**config.mk**
```make
export PLATFORM = sky130hd
export DESIGN_NAME = distance_median_skip_exp_filter
export DESIGN_NICKNAME = d
export VERILOG_FILES = /design/src/rtl/core/dmsef_pkg.sv /design/src/rtl/core/distance_median_skip_exp_filter.sv /design/src/rtl/core/dmsef_median3.sv /design/src/rtl/core/dmsef_spike_skip.sv /design/src/rtl/core/dmsef_exp_smooth.sv
export SDC_FILE = /design/constraint.sdc
export NUM_CORES = 1
export LEC_CHECK = 0
export CORE_MARGIN = 2
export CORE_UTILIZATION = 49
export CTS_BUF_LIST = sky130_fd_sc_hd__clkbuf_2
export CTS_CLUSTER_DIAMETER = 100
export DETAILED_ROUTE_END_ITERATION = 8
export DONT_BUFFER_PORTS = 1
export SLEW_MARGIN = 20
export SYNTH_ARGS = -nofsm -noshare
export SYNTH_HDL_FRONTEND = slang
export SYNTH_SLANG_ARGS = --single-unit
```
**constraint.sdc**
```tcl
create_clock -name clk_i -period 16.35 [get_ports clk_i]
set_input_delay 1.635 -clock clk_i [delete_from_list [all_inputs] [get_ports clk_i]]
set_output_delay 1.635 -clock clk_i [all_outputs]
set_load 0.05 [all_outputs]
```
**src/rtl/core/dmsef_pkg.sv**
```systemverilog
// ----------------------------------------------------------------------------
// dmsef_pkg
// Shared types and constants for the distance median / spike-skip /
// exponential filter chain.
// ----------------------------------------------------------------------------
package dmsef_pkg;

  localparam int unsigned DEF_DIST_WIDTH = 10;

  localparam int unsigned THR_W      = 10;
  localparam int unsigned WIN_W      = 8;
  localparam int unsigned CFG_DATA_W = 10;
  localparam int unsigned CFG_IDX_W  = 1;

  localparam int unsigned EXP_SHIFT  = 4;   // 16x resolution
  localparam int unsigned RING_DEPTH = 3;
  localparam int unsigned SLOT_W     = 2;

  localparam logic [THR_W-1:0] JUMP_THRESHOLD_RST = THR_W'(80);
  localparam logic [WIN_W-1:0] HOLD_WINDOW_RST    = WIN_W'(7);

  typedef enum logic [CFG_IDX_W-1:0] {
    CFG_JUMP_THRESHOLD = 1'b0,
    CFG_HOLD_WINDOW    = 1'b1
  } cfg_reg_e;

  typedef struct packed {
    logic [THR_W-1:0] jump_threshold;
    logic [WIN_W-1:0] hold_window;
  } spike_cfg_t;

  typedef struct packed {
    logic advance;
    logic valid;
  } stage_ctl_t;

endpackage

```
**src/rtl/core/distance_median_skip_exp_filter.sv**
```systemverilog
// ----------------------------------------------------------------------------
// distance_median_skip_exp_filter
// Median-of-three, spike-skip and exponential filter chain for distance words.
// ----------------------------------------------------------------------------
// Usage:
//   Input channel in_valid_i/in_ready_o carries one distance word in mm
//   (0 = no echo). Output channel out_valid_o/out_ready_i returns one word
//   per input with the median, the spike-rejected and the smoothed distance.
//   Configuration writes (cfg_we_i, cfg_idx_i, cfg_wdata_i) take effect at
//   the clock edge; write only while the chain is empty.
//   An accepted word passes the median, spike-skip and smoothing registers
//   before output valid. Throughput: one word per cycle while the receiver
//   does not stall.
//   Reset clears the ring, held value, suspect count and accumulator and
//   loads jump_threshold = 80, hold_window = 7.
//   When the receiver stalls, the whole chain holds and in_ready_o drops
//   while the output word waits; up to three words are held in flight.
// ----------------------------------------------------------------------------
module distance_median_skip_exp_filter #(
  parameter int unsigned DIST_WIDTH = dmsef_pkg::DEF_DIST_WIDTH
) (
  input  logic                               clk_i,
  input  logic                               rst_ni,
  input  logic                               cfg_we_i,
  input  logic [dmsef_pkg::CFG_IDX_W-1:0]    cfg_idx_i,
  input  logic [dmsef_pkg::CFG_DATA_W-1:0]   cfg_wdata_i,
  input  logic                               in_valid_i,
  output logic                               in_ready_o,
  input  logic [DIST_WIDTH-1:0]              distance_mm_i,
  output logic                               out_valid_o,
  input  logic                               out_ready_i,
  output logic [DIST_WIDTH-1:0]              median_mm_o,
  output logic [DIST_WIDTH-1:0]              held_mm_o,
  output logic [DIST_WIDTH-1:0]              smooth_mm_o
);
  import dmsef_pkg::*;

  spike_cfg_t            cfg_q;
  logic                  advance;
  stage_ctl_t            med_ctl, spk_ctl, exp_ctl;
  logic                  med_valid, spk_valid;
  logic [DIST_WIDTH-1:0] med_mm, spk_med_mm, spk_held_mm;

  always_ff @(posedge clk_i or negedge rst_ni) begin
    if (!rst_ni) begin
      cfg_q.jump_threshold <= JUMP_THRESHOLD_RST;
      cfg_q.hold_window    <= HOLD_WINDOW_RST;
    end else if (cfg_we_i) begin
      unique case (cfg_reg_e'(cfg_idx_i))
        CFG_JUMP_THRESHOLD: cfg_q.jump_threshold <= cfg_wdata_i[THR_W-1:0];
        CFG_HOLD_WINDOW:    cfg_q.hold_window    <= cfg_wdata_i[WIN_W-1:0];
        default: ;
      endcase
    end
  end

  assign advance    = !out_valid_o || out_ready_i;
  assign in_ready_o = advance;

  assign med_ctl = '{advance: advance, valid: in_valid_i};
  assign spk_ctl = '{advance: advance, valid: med_valid};
  assign exp_ctl = '{advance: advance, valid: spk_valid};

  dmsef_median3 #(
    .DIST_WIDTH(DIST_WIDTH)
  ) u_median (
    .clk_i    (clk_i),
    .rst_ni   (rst_ni),
    .ctl_i    (med_ctl),
    .sample_i (distance_mm_i),
    .valid_o  (med_valid),
    .median_o (med_mm)
  );

  dmsef_spike_skip #(
    .DIST_WIDTH(DIST_WIDTH)
  ) u_spike (
    .clk_i    (clk_i),
    .rst_ni   (rst_ni),
    .ctl_i    (spk_ctl),
    .cfg_i    (cfg_q),
    .median_i (med_mm),
    .valid_o  (spk_valid),
    .median_o (spk_med_mm),
    .held_o   (spk_held_mm)
  );

  dmsef_exp_smooth #(
    .DIST_WIDTH(DIST_WIDTH)
  ) u_smooth (
    .clk_i    (clk_i),
    .rst_ni   (rst_ni),
    .ctl_i    (exp_ctl),
    .median_i (spk_med_mm),
    .held_i   (spk_held_mm),
    .valid_o  (out_valid_o),
    .median_o (median_mm_o),
    .held_o   (held_mm_o),
    .smooth_o (smooth_mm_o)
  );

  accept_fills_a: assert property (@(posedge clk_i) disable iff (!rst_ni)
    in_valid_i && in_ready_o |=> med_valid)
    else $error("accepted word did not enter median stage");

  stall_holds_a: assert property (@(posedge clk_i) disable iff (!rst_ni)
    out_valid_o && !out_ready_i |=> $stable(med_valid) && $stable(spk_valid))
    else $error("pipeline moved while output stalled");

  zero_held_a: assert property (@(posedge clk_i) disable iff (!rst_ni)
    out_valid_o && held_mm_o == '0 |-> smooth_mm_o == '0)
    else $error("smoothed value nonzero after zero held value");

  drain_a: assert property (@(posedge clk_i) disable iff (!rst_ni)
    spk_valid && advance |=> out_valid_o)
    else $error("spike stage word lost");

endmodule

```
**src/rtl/core/dmsef_median3.sv**
```systemverilog
// ----------------------------------------------------------------------------
// dmsef_median3
// Three-entry sample ring and registered median of the ring contents.
// ----------------------------------------------------------------------------
module dmsef_median3 #(
  parameter int unsigned DIST_WIDTH = dmsef_pkg::DEF_DIST_WIDTH
) (
  input  logic                    clk_i,
  input  logic                    rst_ni,
  input  dmsef_pkg::stage_ctl_t   ctl_i,
  input  logic [DIST_WIDTH-1:0]   sample_i,
  output logic                    valid_o,
  output logic [DIST_WIDTH-1:0]   median_o
);
  import dmsef_pkg::*;

  logic [DIST_WIDTH-1:0] ring_q [RING_DEPTH];
  logic [SLOT_W-1:0]     slot_q, slot_d;
  logic [DIST_WIDTH-1:0] a, b, c, lo_ab, hi_ab, lo_hc, med_d;
  logic                  valid_q;
  logic [DIST_WIDTH-1:0] median_q;
  logic                  take;

  assign take = ctl_i.advance && ctl_i.valid;

  always_comb begin
    a = (slot_q == SLOT_W'(0)) ? sample_i : ring_q[0];
    b = (slot_q == SLOT_W'(1)) ? sample_i : ring_q[1];
    c = (slot_q == SLOT_W'(2)) ? sample_i : ring_q[2];
    lo_ab = (a < b) ? a : b;
    hi_ab = (a > b) ? a : b;
    lo_hc = (hi_ab < c) ? hi_ab : c;
    med_d = (lo_ab > lo_hc) ? lo_ab : lo_hc;
    slot_d = (slot_q == SLOT_W'(RING_DEPTH - 1)) ? '0 : slot_q + SLOT_W'(1);
  end

  always_ff @(posedge clk_i or negedge rst_ni) begin
    if (!rst_ni) begin
      for (int i = 0; i < RING_DEPTH; i++) ring_q[i] <= '0;
      slot_q  <= '0;
      valid_q <= 1'b0;
    end else begin
      if (ctl_i.advance) valid_q <= ctl_i.valid;
      if (take) begin
        ring_q[0] <= a;
        ring_q[1] <= b;
        ring_q[2] <= c;
        slot_q    <= slot_d;
      end
    end
  end

  always_ff @(posedge clk_i) begin
    if (take) median_q <= med_d;
  end

  assign valid_o  = valid_q;
  assign median_o = median_q;

  slot_range_a: assert property (@(posedge clk_i) disable iff (!rst_ni)
    slot_q != SLOT_W'(3))
    else $error("ring slot out of range");

endmodule

```
**src/rtl/core/dmsef_spike_skip.sv**
```systemverilog
// ----------------------------------------------------------------------------
// dmsef_spike_skip
// Replaces zero samples and large jumps by the held value until the run of
// suspect samples exceeds the hold window.
// ----------------------------------------------------------------------------
module dmsef_spike_skip #(
  parameter int unsigned DIST_WIDTH = dmsef_pkg::DEF_DIST_WIDTH
) (
  input  logic                    clk_i,
  input  logic                    rst_ni,
  input  dmsef_pkg::stage_ctl_t   ctl_i,
  input  dmsef_pkg::spike_cfg_t   cfg_i,
  input  logic [DIST_WIDTH-1:0]   median_i,
  output logic                    valid_o,
  output logic [DIST_WIDTH-1:0]   median_o,
  output logic [DIST_WIDTH-1:0]   held_o
);
  import dmsef_pkg::*;

  localparam int unsigned CMP_W = (DIST_WIDTH > THR_W) ? DIST_WIDTH : THR_W;

  logic [DIST_WIDTH-1:0] held_q, held_d, prev;
  logic [WIN_W-1:0]      cnt_q, cnt_d, cnt_inc;
  logic [DIST_WIDTH-1:0] diff;
  logic                  suspect;
  logic                  valid_q;
  logic [DIST_WIDTH-1:0] median_q, out_q;
  logic                  take;

  assign take = ctl_i.advance && ctl_i.valid;

  always_comb begin
    prev = (held_q == '0 && median_i != '0) ? median_i : held_q;
    diff = (prev > median_i) ? prev - median_i : median_i - prev;
    suspect = (CMP_W'(diff) > CMP_W'(cfg_i.jump_threshold)) || (median_i == '0);
    cnt_inc = cnt_q + WIN_W'(1);
    held_d  = median_i;
    cnt_d   = '0;
    if (suspect) begin
      if (cnt_inc > cfg_i.hold_window) begin
        cnt_d = '0;
      end else begin
        cnt_d  = cnt_inc;
        held_d = prev;
      end
    end
  end

  always_ff @(posedge clk_i or negedge rst_ni) begin
    if (!rst_ni) begin
      held_q  <= '0;
      cnt_q   <= '0;
      valid_q <= 1'b0;
    end else begin
      if (ctl_i.advance) valid_q <= ctl_i.valid;
      if (take) begin
        held_q <= held_d;
        cnt_q  <= cnt_d;
      end
    end
  end

  always_ff @(posedge clk_i) begin
    if (take) begin
      median_q <= median_i;
      out_q    <= held_d;
    end
  end

  assign valid_o  = valid_q;
  assign median_o = median_q;
  assign held_o   = out_q;

endmodule

```
**src/rtl/core/dmsef_exp_smooth.sv**
```systemverilog
// ----------------------------------------------------------------------------
// dmsef_exp_smooth
// Exponential filter at 16x resolution, divisor 2, cleared on a zero value.
// Holds the result word for the output channel.
// ----------------------------------------------------------------------------
module dmsef_exp_smooth #(
  parameter int unsigned DIST_WIDTH = dmsef_pkg::DEF_DIST_WIDTH
) (
  input  logic                    clk_i,
  input  logic                    rst_ni,
  input  dmsef_pkg::stage_ctl_t   ctl_i,
  input  logic [DIST_WIDTH-1:0]   median_i,
  input  logic [DIST_WIDTH-1:0]   held_i,
  output logic                    valid_o,
  output logic [DIST_WIDTH-1:0]   median_o,
  output logic [DIST_WIDTH-1:0]   held_o,
  output logic [DIST_WIDTH-1:0]   smooth_o
);
  import dmsef_pkg::*;

  localparam int unsigned ACC_W = DIST_WIDTH + EXP_SHIFT;
  localparam int unsigned DIF_W = ACC_W + 1;

  logic [ACC_W-1:0]        acc_q, acc_d;
  logic signed [DIF_W-1:0] dif, step;
  logic                    valid_q;
  logic [DIST_WIDTH-1:0]   median_q, held_q, smooth_q;
  logic                    take;

  assign take = ctl_i.advance && ctl_i.valid;

  always_comb begin
    dif  = $signed({1'b0, held_i, EXP_SHIFT'(0)}) - $signed({1'b0, acc_q});
    // halve, rounding toward zero
    step = (dif + $signed({{(DIF_W-1){1'b0}}, dif[DIF_W-1]})) >>> 1;
    if (held_i == '0) begin
      acc_d = '0;
    end else begin
      acc_d = acc_q + step[ACC_W-1:0];
    end
  end

  always_ff @(posedge clk_i or negedge rst_ni) begin
    if (!rst_ni) begin
      acc_q   <= '0;
      valid_q <= 1'b0;
    end else begin
      if (ctl_i.advance) valid_q <= ctl_i.valid;
      if (take) acc_q <= acc_d;
    end
  end

  always_ff @(posedge clk_i) begin
    if (take) begin
      median_q <= median_i;
      held_q   <= held_i;
      smooth_q <= acc_d[ACC_W-1:EXP_SHIFT];
    end
  end

  assign valid_o  = valid_q;
  assign median_o = median_q;
  assign held_o   = held_q;
  assign smooth_o = smooth_q;

endmodule

```
=== Word-level counts from Yosys, hierarchy flattened ===
Index checks and enable logic that the tools add are counted.

* Bits in registers: 145
* Logic and storage cells: 64
* Output and inout bits: 32

* Equality and inequality tests: 2
* Magnitude comparators: 7
* Reductions and logical operators: 14
* Mux-type cells: 15
* Bitwise gates (word level): 1
* $add $sub $neg: 7

{| class="wikitable"
|+ Operators by type and width
! operator !! number
|-
| 10-bit 2-to-1 mux || 11
|-
| 10-bit greater-than comparator || 4
|-
| 10-bit logical NOT || 3
|-
| 10-bit < comparator || 2
|-
| 10-bit subtractor || 2
|-
| 8-bit 2-to-1 mux || 2
|-
| 15-bit by 2-bit adder with 15-bit output || 1
|-
| 14-bit by 14-bit subtractor with 15-bit output || 1
|-
| 14-bit adder || 1
|-
| 14-bit 2-to-1 mux || 1
|-
| 10-bit nonzero test || 1
|-
| 8-bit by 1-bit adder with 8-bit output, second input constant || 1
|-
| 8-bit greater-than comparator || 1
|-
| 1-bit logical AND || 4
|-
| 2-bit AND reduction || 2
|-
| 2-bit by 1-bit adder with 2-bit output, second input constant || 1
|-
| 2-bit by 1-bit equality test with 1-bit output, second input constant || 1
|-
| 2-bit equality test, second input constant || 1
|-
| 2-bit logical NOT || 1
|-
| 1-bit logical OR || 2
|-
| 2-bit 2-to-1 mux || 1
|-
| 1-bit logical NOT || 1
|-
| 1-bit inverter || 1
|}

=== Depth between registers and ports, before layout ===
* Depth after elaboration: 8
* Mapped depth: 32
* Depth with buffers taken out: 28

=== Hierarchy ===
A second synthesis with hierarchy kept.

* Cell total of the unflattened synthesis: 1,027
* Area total of the unflattened synthesis: 10,368.7 sq um

{| class="wikitable"
|+ By module, submodules not included
! module !! sequential area each (sq um) !! area each (sq um) !! instances !! cells an instance
|-
| dmsef_median3 || 1,126.1 || 3,340.7 || 1 || 338
|-
| dmsef_exp_smooth || 1,276.2 || 3,174.3 || 1 || 318
|-
| dmsef_spike_skip || 1,076.0 || 3,119.2 || 1 || 331
|-
| distance_median_skip_exp_filter || 456.7 || 734.5 || 1 || 40
|}

=== Worst setup path before layout ===
No wires, ideal clock.

* Path type: input-to-reg
* Start: input port distance_mm_i[2]
* End: register u_median.median_q[5] (netlist: u_median.median_o[5]) (data pin)
* Stages on the path: 27
* Library setup time: 265 ps
* Buffers on the path: 3
* Data arrival time: 6,574 ps
* Slack: 9,510 ps
* Cell sequence: mux2i_1 ha_1 inv_1 maj3_1 a21o_1 o31a_1 o21a_1 clkbuf_1 mux2i_1 or3_1 ha_1 a21o_1 a21o_1 a21oi_1 o21ai_0 o41ai_1 buf_4 mux2i_1 ha_1 a21o_1 a21o_1 a21oi_1 o211ai_1 and2_1 clkbuf_1 nand2_1 o21ai_0

* Cells in the longest elaborated chain, start to end: 7

{| class="wikitable"
|+ RTL lines
! what !! line !! RTL
|-
| start: declaration || distance_median_skip_exp_filter.sv:29 || <nowiki>input logic [DIST_WIDTH-1:0] distance_mm_i,</nowiki>
|-
| 10-bit 2-to-1 mux, on equally long branches || dmsef_median3.sv:27, dmsef_median3.sv:28 ||
|-
| 10-bit greater-than comparator || dmsef_median3.sv:31 || <nowiki>hi_ab = (a > b) ? a : b;</nowiki>
|-
| 10-bit 2-to-1 mux || dmsef_median3.sv:31 ||
|-
| 10-bit < comparator || dmsef_median3.sv:32 || <nowiki>lo_hc = (hi_ab < c) ? hi_ab : c;</nowiki>
|-
| 10-bit 2-to-1 mux || dmsef_median3.sv:32 ||
|-
| 10-bit greater-than comparator || dmsef_median3.sv:33 || <nowiki>med_d = (lo_ab > lo_hc) ? lo_ab : lo_hc;</nowiki>
|-
| 10-bit 2-to-1 mux * || dmsef_median3.sv:33 ||
|-
| net u_median.med_d[5] || dmsef_median3.sv:19 || <nowiki>logic [DIST_WIDTH-1:0] a, b, c, lo_ab, hi_ab, lo_hc, med_d;</nowiki>
|-
| end signal: assignment || dmsef_median3.sv:54 || <nowiki>if (take) median_q <= med_d;</nowiki>
|-
| end: declaration || dmsef_median3.sv:21 || <nowiki>logic [DIST_WIDTH-1:0] median_q;</nowiki>
|}

The timed path passes the listed nets; every way through them passes the cells marked *.
A chain may end at the register's enable or synchronous reset.

=== Final worst setup path ===
* Start: register u_median.slot_q[1]
* End: register u_median.median_q[0] (netlist: u_median.median_o[0]) (data pin)

* Cells in the longest elaborated chain, start to end: 8

{| class="wikitable"
|+ RTL lines
! what !! line !! RTL
|-
| start: declaration || dmsef_median3.sv:18 || <nowiki>logic [SLOT_W-1:0] slot_q, slot_d;</nowiki>
|-
| start signal: assignment || dmsef_median3.sv:48 || <nowiki>slot_q <= slot_d;</nowiki>
|-
| 2-bit logical NOT * || dmsef_median3.sv:27 || <nowiki>a = (slot_q == SLOT_W'(0)) ? sample_i : ring_q[0];</nowiki>
|-
| 10-bit 2-to-1 mux * || dmsef_median3.sv:27 ||
|-
| net u_median.a[9] || dmsef_median3.sv:19 ||
|-
| 10-bit greater-than comparator || dmsef_median3.sv:31 ||
|-
| 10-bit 2-to-1 mux || dmsef_median3.sv:31 ||
|-
| 10-bit < comparator || dmsef_median3.sv:32 ||
|-
| 10-bit 2-to-1 mux || dmsef_median3.sv:32 ||
|-
| 10-bit greater-than comparator || dmsef_median3.sv:33 ||
|-
| 10-bit 2-to-1 mux * || dmsef_median3.sv:33 ||
|-
| net u_median.med_d[0] || dmsef_median3.sv:19 ||
|}

Marked as above.

==> flow_metrics.py <==
metrics = {
    "clocking": {
        "cts.sinks": 145,
        "clock_path_buffers": 2,
        "ctsHoldBuffers": 0,
        "path_clk_slew_ns": 0.26,
        "postCtsSetupBuffers": 0,
        "cts_max_level": 4,
        "cts_tree": "done",
        "cts_root_buf": "clkbuf_2",
        "post_cts_resized": 0,
        "clk_latency_ns": 0.77,
        "cts_made_buffers": 17,
    },
    "grt": {
        "grt_pass1_wl_mm": 37.6,
        "grt_max_degree": 86,
        "use_met2_pct": 35.6,
        "gr-usage-met1_pct": 30.6,
        "antenna_found_initial": 1,
        "grt_pass1_vias": 7144,
        "grt_util_met3_pct": 4.00,
        "grt_busiest_layer": "met2",
        "grt_usage_pct": 22.1,
        "grt_overflow": 0,
    },
    "critical_path": {
        "critPathTopFamily": "compound AO/OA/AOI/OAI gates",
        "r2r-start": "u_median.slot_q[1]",
        "reg2reg_depth": 28,
        "cp-end-kind": "flip-flop",
        "crit_fanout": 18,
        "cp-start-kind": "flip-flop",
        "crit_slowest_cell": "o41ai_2",
        "crit_required_ns": 16.90,
        "rrSetupSlack_ns": 8.89,
        "path_common_cell": "a21o_1",
        "path_class": "reg -> reg",
        "arrival_ns": 8.01,
        "reg2reg_to": "u_median.median_o[0]",
        "crit_buf_inv": 3,
        "crit_end": "u_median.median_o[0]",
        "path_depth": 28,
        "max_stage_delay_ns": 0.64,
        "worst_setup_path_startpoint": "u_median.slot_q[1]",
    },
    "yosys": {
        "synthArstFlopShare_pct": 58.6,
        "synth_ff_type": "dfrtp_1",
        "synth.distinct_cells": 74,
        "seq_area_frac_synth_pct": 39.5,
        "synth_nets": 1153,
        "syn_avg_cell_area_um2": 9.62,
        "synth_cells": 1034,
        "ys_ff_latch": 145,
        "synth_edf_count": 60,
        "syn-cell-area_um2": 9950,
        "yosys_warnings": 0,
    },
    "timing": {
        "rsz0062_at_grt": "false",
        "hold_violations": 0,
        "slew_headroom_pct": 32.0,
        "skew_ns": 0.0330,
        "maxSlewViolCount": 0,
        "worstMarginPinSlew_ns": 1.02,
        "fin_crit_ns": 7.46,
        "final.setup.tns_ns": 0,
        "setup_violations": 0,
        "finalCritPeriodShare_pct": 45.6,
        "fmax_ghz": 0.134,
    },
    "cells_and_area": {
        "final_nets": 1142,
        "area_delta_synth_final_pct": 5.24,
        "mostFrequentLayoutCells": "nand2_1, inv_1, ha_1",
        "drive_above_1_share_pct": 10.7,
        "layout_commonest_cell": "nand2_1",
    },
    "routing": {
        "dr.pass1.iters": 5,
        "vias": 7490,
        "routed_wl_mm": 22.8,
        "drt_iter0_markers": 484,
        "routed_via_density": 5.73,
        "ant_nets": 0,
        "drc": 0,
        "wire_per_inst_um": 17.5,
    },
    "min_path": {
        "min_path_type": "reg -> reg",
        "hold_start": "u_spike.median_o[1]",
        "worstHoldPathCells": 0,
    },
    "die": {
        "rows": 52,
        "io_pins": 58,
        "start_util_pct": 49.5,
        "core_um2": 20100,
        "die_area_um2": 21500,
        "die_h_um": 147,
        "die_w_um": 147,
    },
    "flow_run": {
        "drv_cap": 0,
    },
    "placed_design": {
        "portBuffers": 0,
        "hpwl_mm": 17.0,
        "gp_congestion": 0.912,
    },
    "outcome": {
        "status": "finished, final reports clean",
    },
}
==> synthesized netlist by cell type, types with 6 or more instances <==
library cell	n	area, um^2
a31oi_1	13	81.3
ha_1	90	1130
inv_1	90	338
nand2b_1	11	68.8
xnor2_1	24	210
mux2_2	45	507
nor3_1	9	45.0
nor4_1	6	37.5
nand3_1	32	160
nand4_1	20	125
o21ai_0	64	320
xor2_1	20	175
nor2_1	55	206
a21oi_1	63	315
a211oi_1	10	75.1
a21o_1	28	210
nand2_1	91	342
o22ai_1	7	43.8
o21a_1	15	113
mux2i_1	45	450
clkbuf_1	24	90.1
and2_1	13	81.3
dfrtp_1	80	2000
nor2b_1	13	81.3
edfxtp_1	60	1800
o211ai_1	9	67.6
a31o_2	6	52.6
==> kinds of logic (layout without fill, tap and decap cells) <==
family	Yosys count	in the layout	share of synthesized area, %
DFF	145	145	39.5
and+or+nand+nor	280	280	13.9
adders and majority gates	94	94	12.0
buffers and inverters	129	131	5.05
AOI/OAI and AO/OA	252	252	16.0
other	0	1	0
xor gates and xnor gates	44	44	3.87
muxes	90	90	9.62
==> flip-flops by register name, indices dropped and copies added, names as in the netlist <==
register / count
u_median.ring_q: 30
cfg_q: 18
u_smooth.acc_q: 14
u_median.median_o: 10
u_smooth.held_o: 10
u_smooth.median_o: 10
u_smooth.smooth_o: 10
u_spike.held_o: 10
u_spike.held_q: 10
u_spike.median_o: 10
u_spike.cnt_q: 8
u_median.slot_q: 2
u_median.valid_o: 1
u_smooth.valid_o: 1
u_spike.valid_o: 1
==> final cells by class <==
type / count / area, um^2
Tap cell: 270 / 338
Timing Repair Buffer: 7 / 52.6
Sequential cell: 145 / 3940
Clock inverter: 15 / 186
Fill cell: 1855 / 9630
Multi-Input combinational cell: 760 / 5530
Inverter: 92 / 345
Antenna cell: 1 / 2.50
Clock buffer: 17 / 85.1
==> metrics by stage <==
step           hold WS (ns)  util, %  setup slack (ns)  cell area (um^2)  instances
2_1_floorplan         0.400        -              9.51              9950       1034
3_3_place_gp          0.404     50.7              8.79             10200       1274
3_5_place_dp          0.408     50.7              8.60             10200       1274
4_1_cts               0.442     52.1              8.90             10500       1306
5_1_grt               0.393     52.1              8.22             10500       1307
6_report              0.456     52.1              8.89             10500       1307
==> worst reg2reg max path, delay by kind of cell, from the launching register on <==
family	cells	cell delay (ns)
and+or+nand+nor	6	1.44
AOI/OAI and AO/OA	13	2.89
muxes	3	0.79
buffers and inverters	3	0.64
DFF	1	0.58
adders and majority gates	3	0.90
==> worst min path at each step <==
stage / end
final: u_smooth.median_o[1]
after global routing: u_spike.held_q[5]
after CTS: u_smooth.acc_q[9]
after detailed placement: u_smooth.median_o[1]
after global placement: u_smooth.median_o[4]
after floorplan: u_smooth.median_o[0]
==> layer usage <==
layer	wire length (um)	up-vias
li1	-	3710
met1	10900	3554
met2	10500	189
met3	1010	37
met4	446	0
met5	0	-
Power is left out: the tool's default activity adds up to more than one toggle a clock period on the data nets, which glitch-free logic cannot reach.
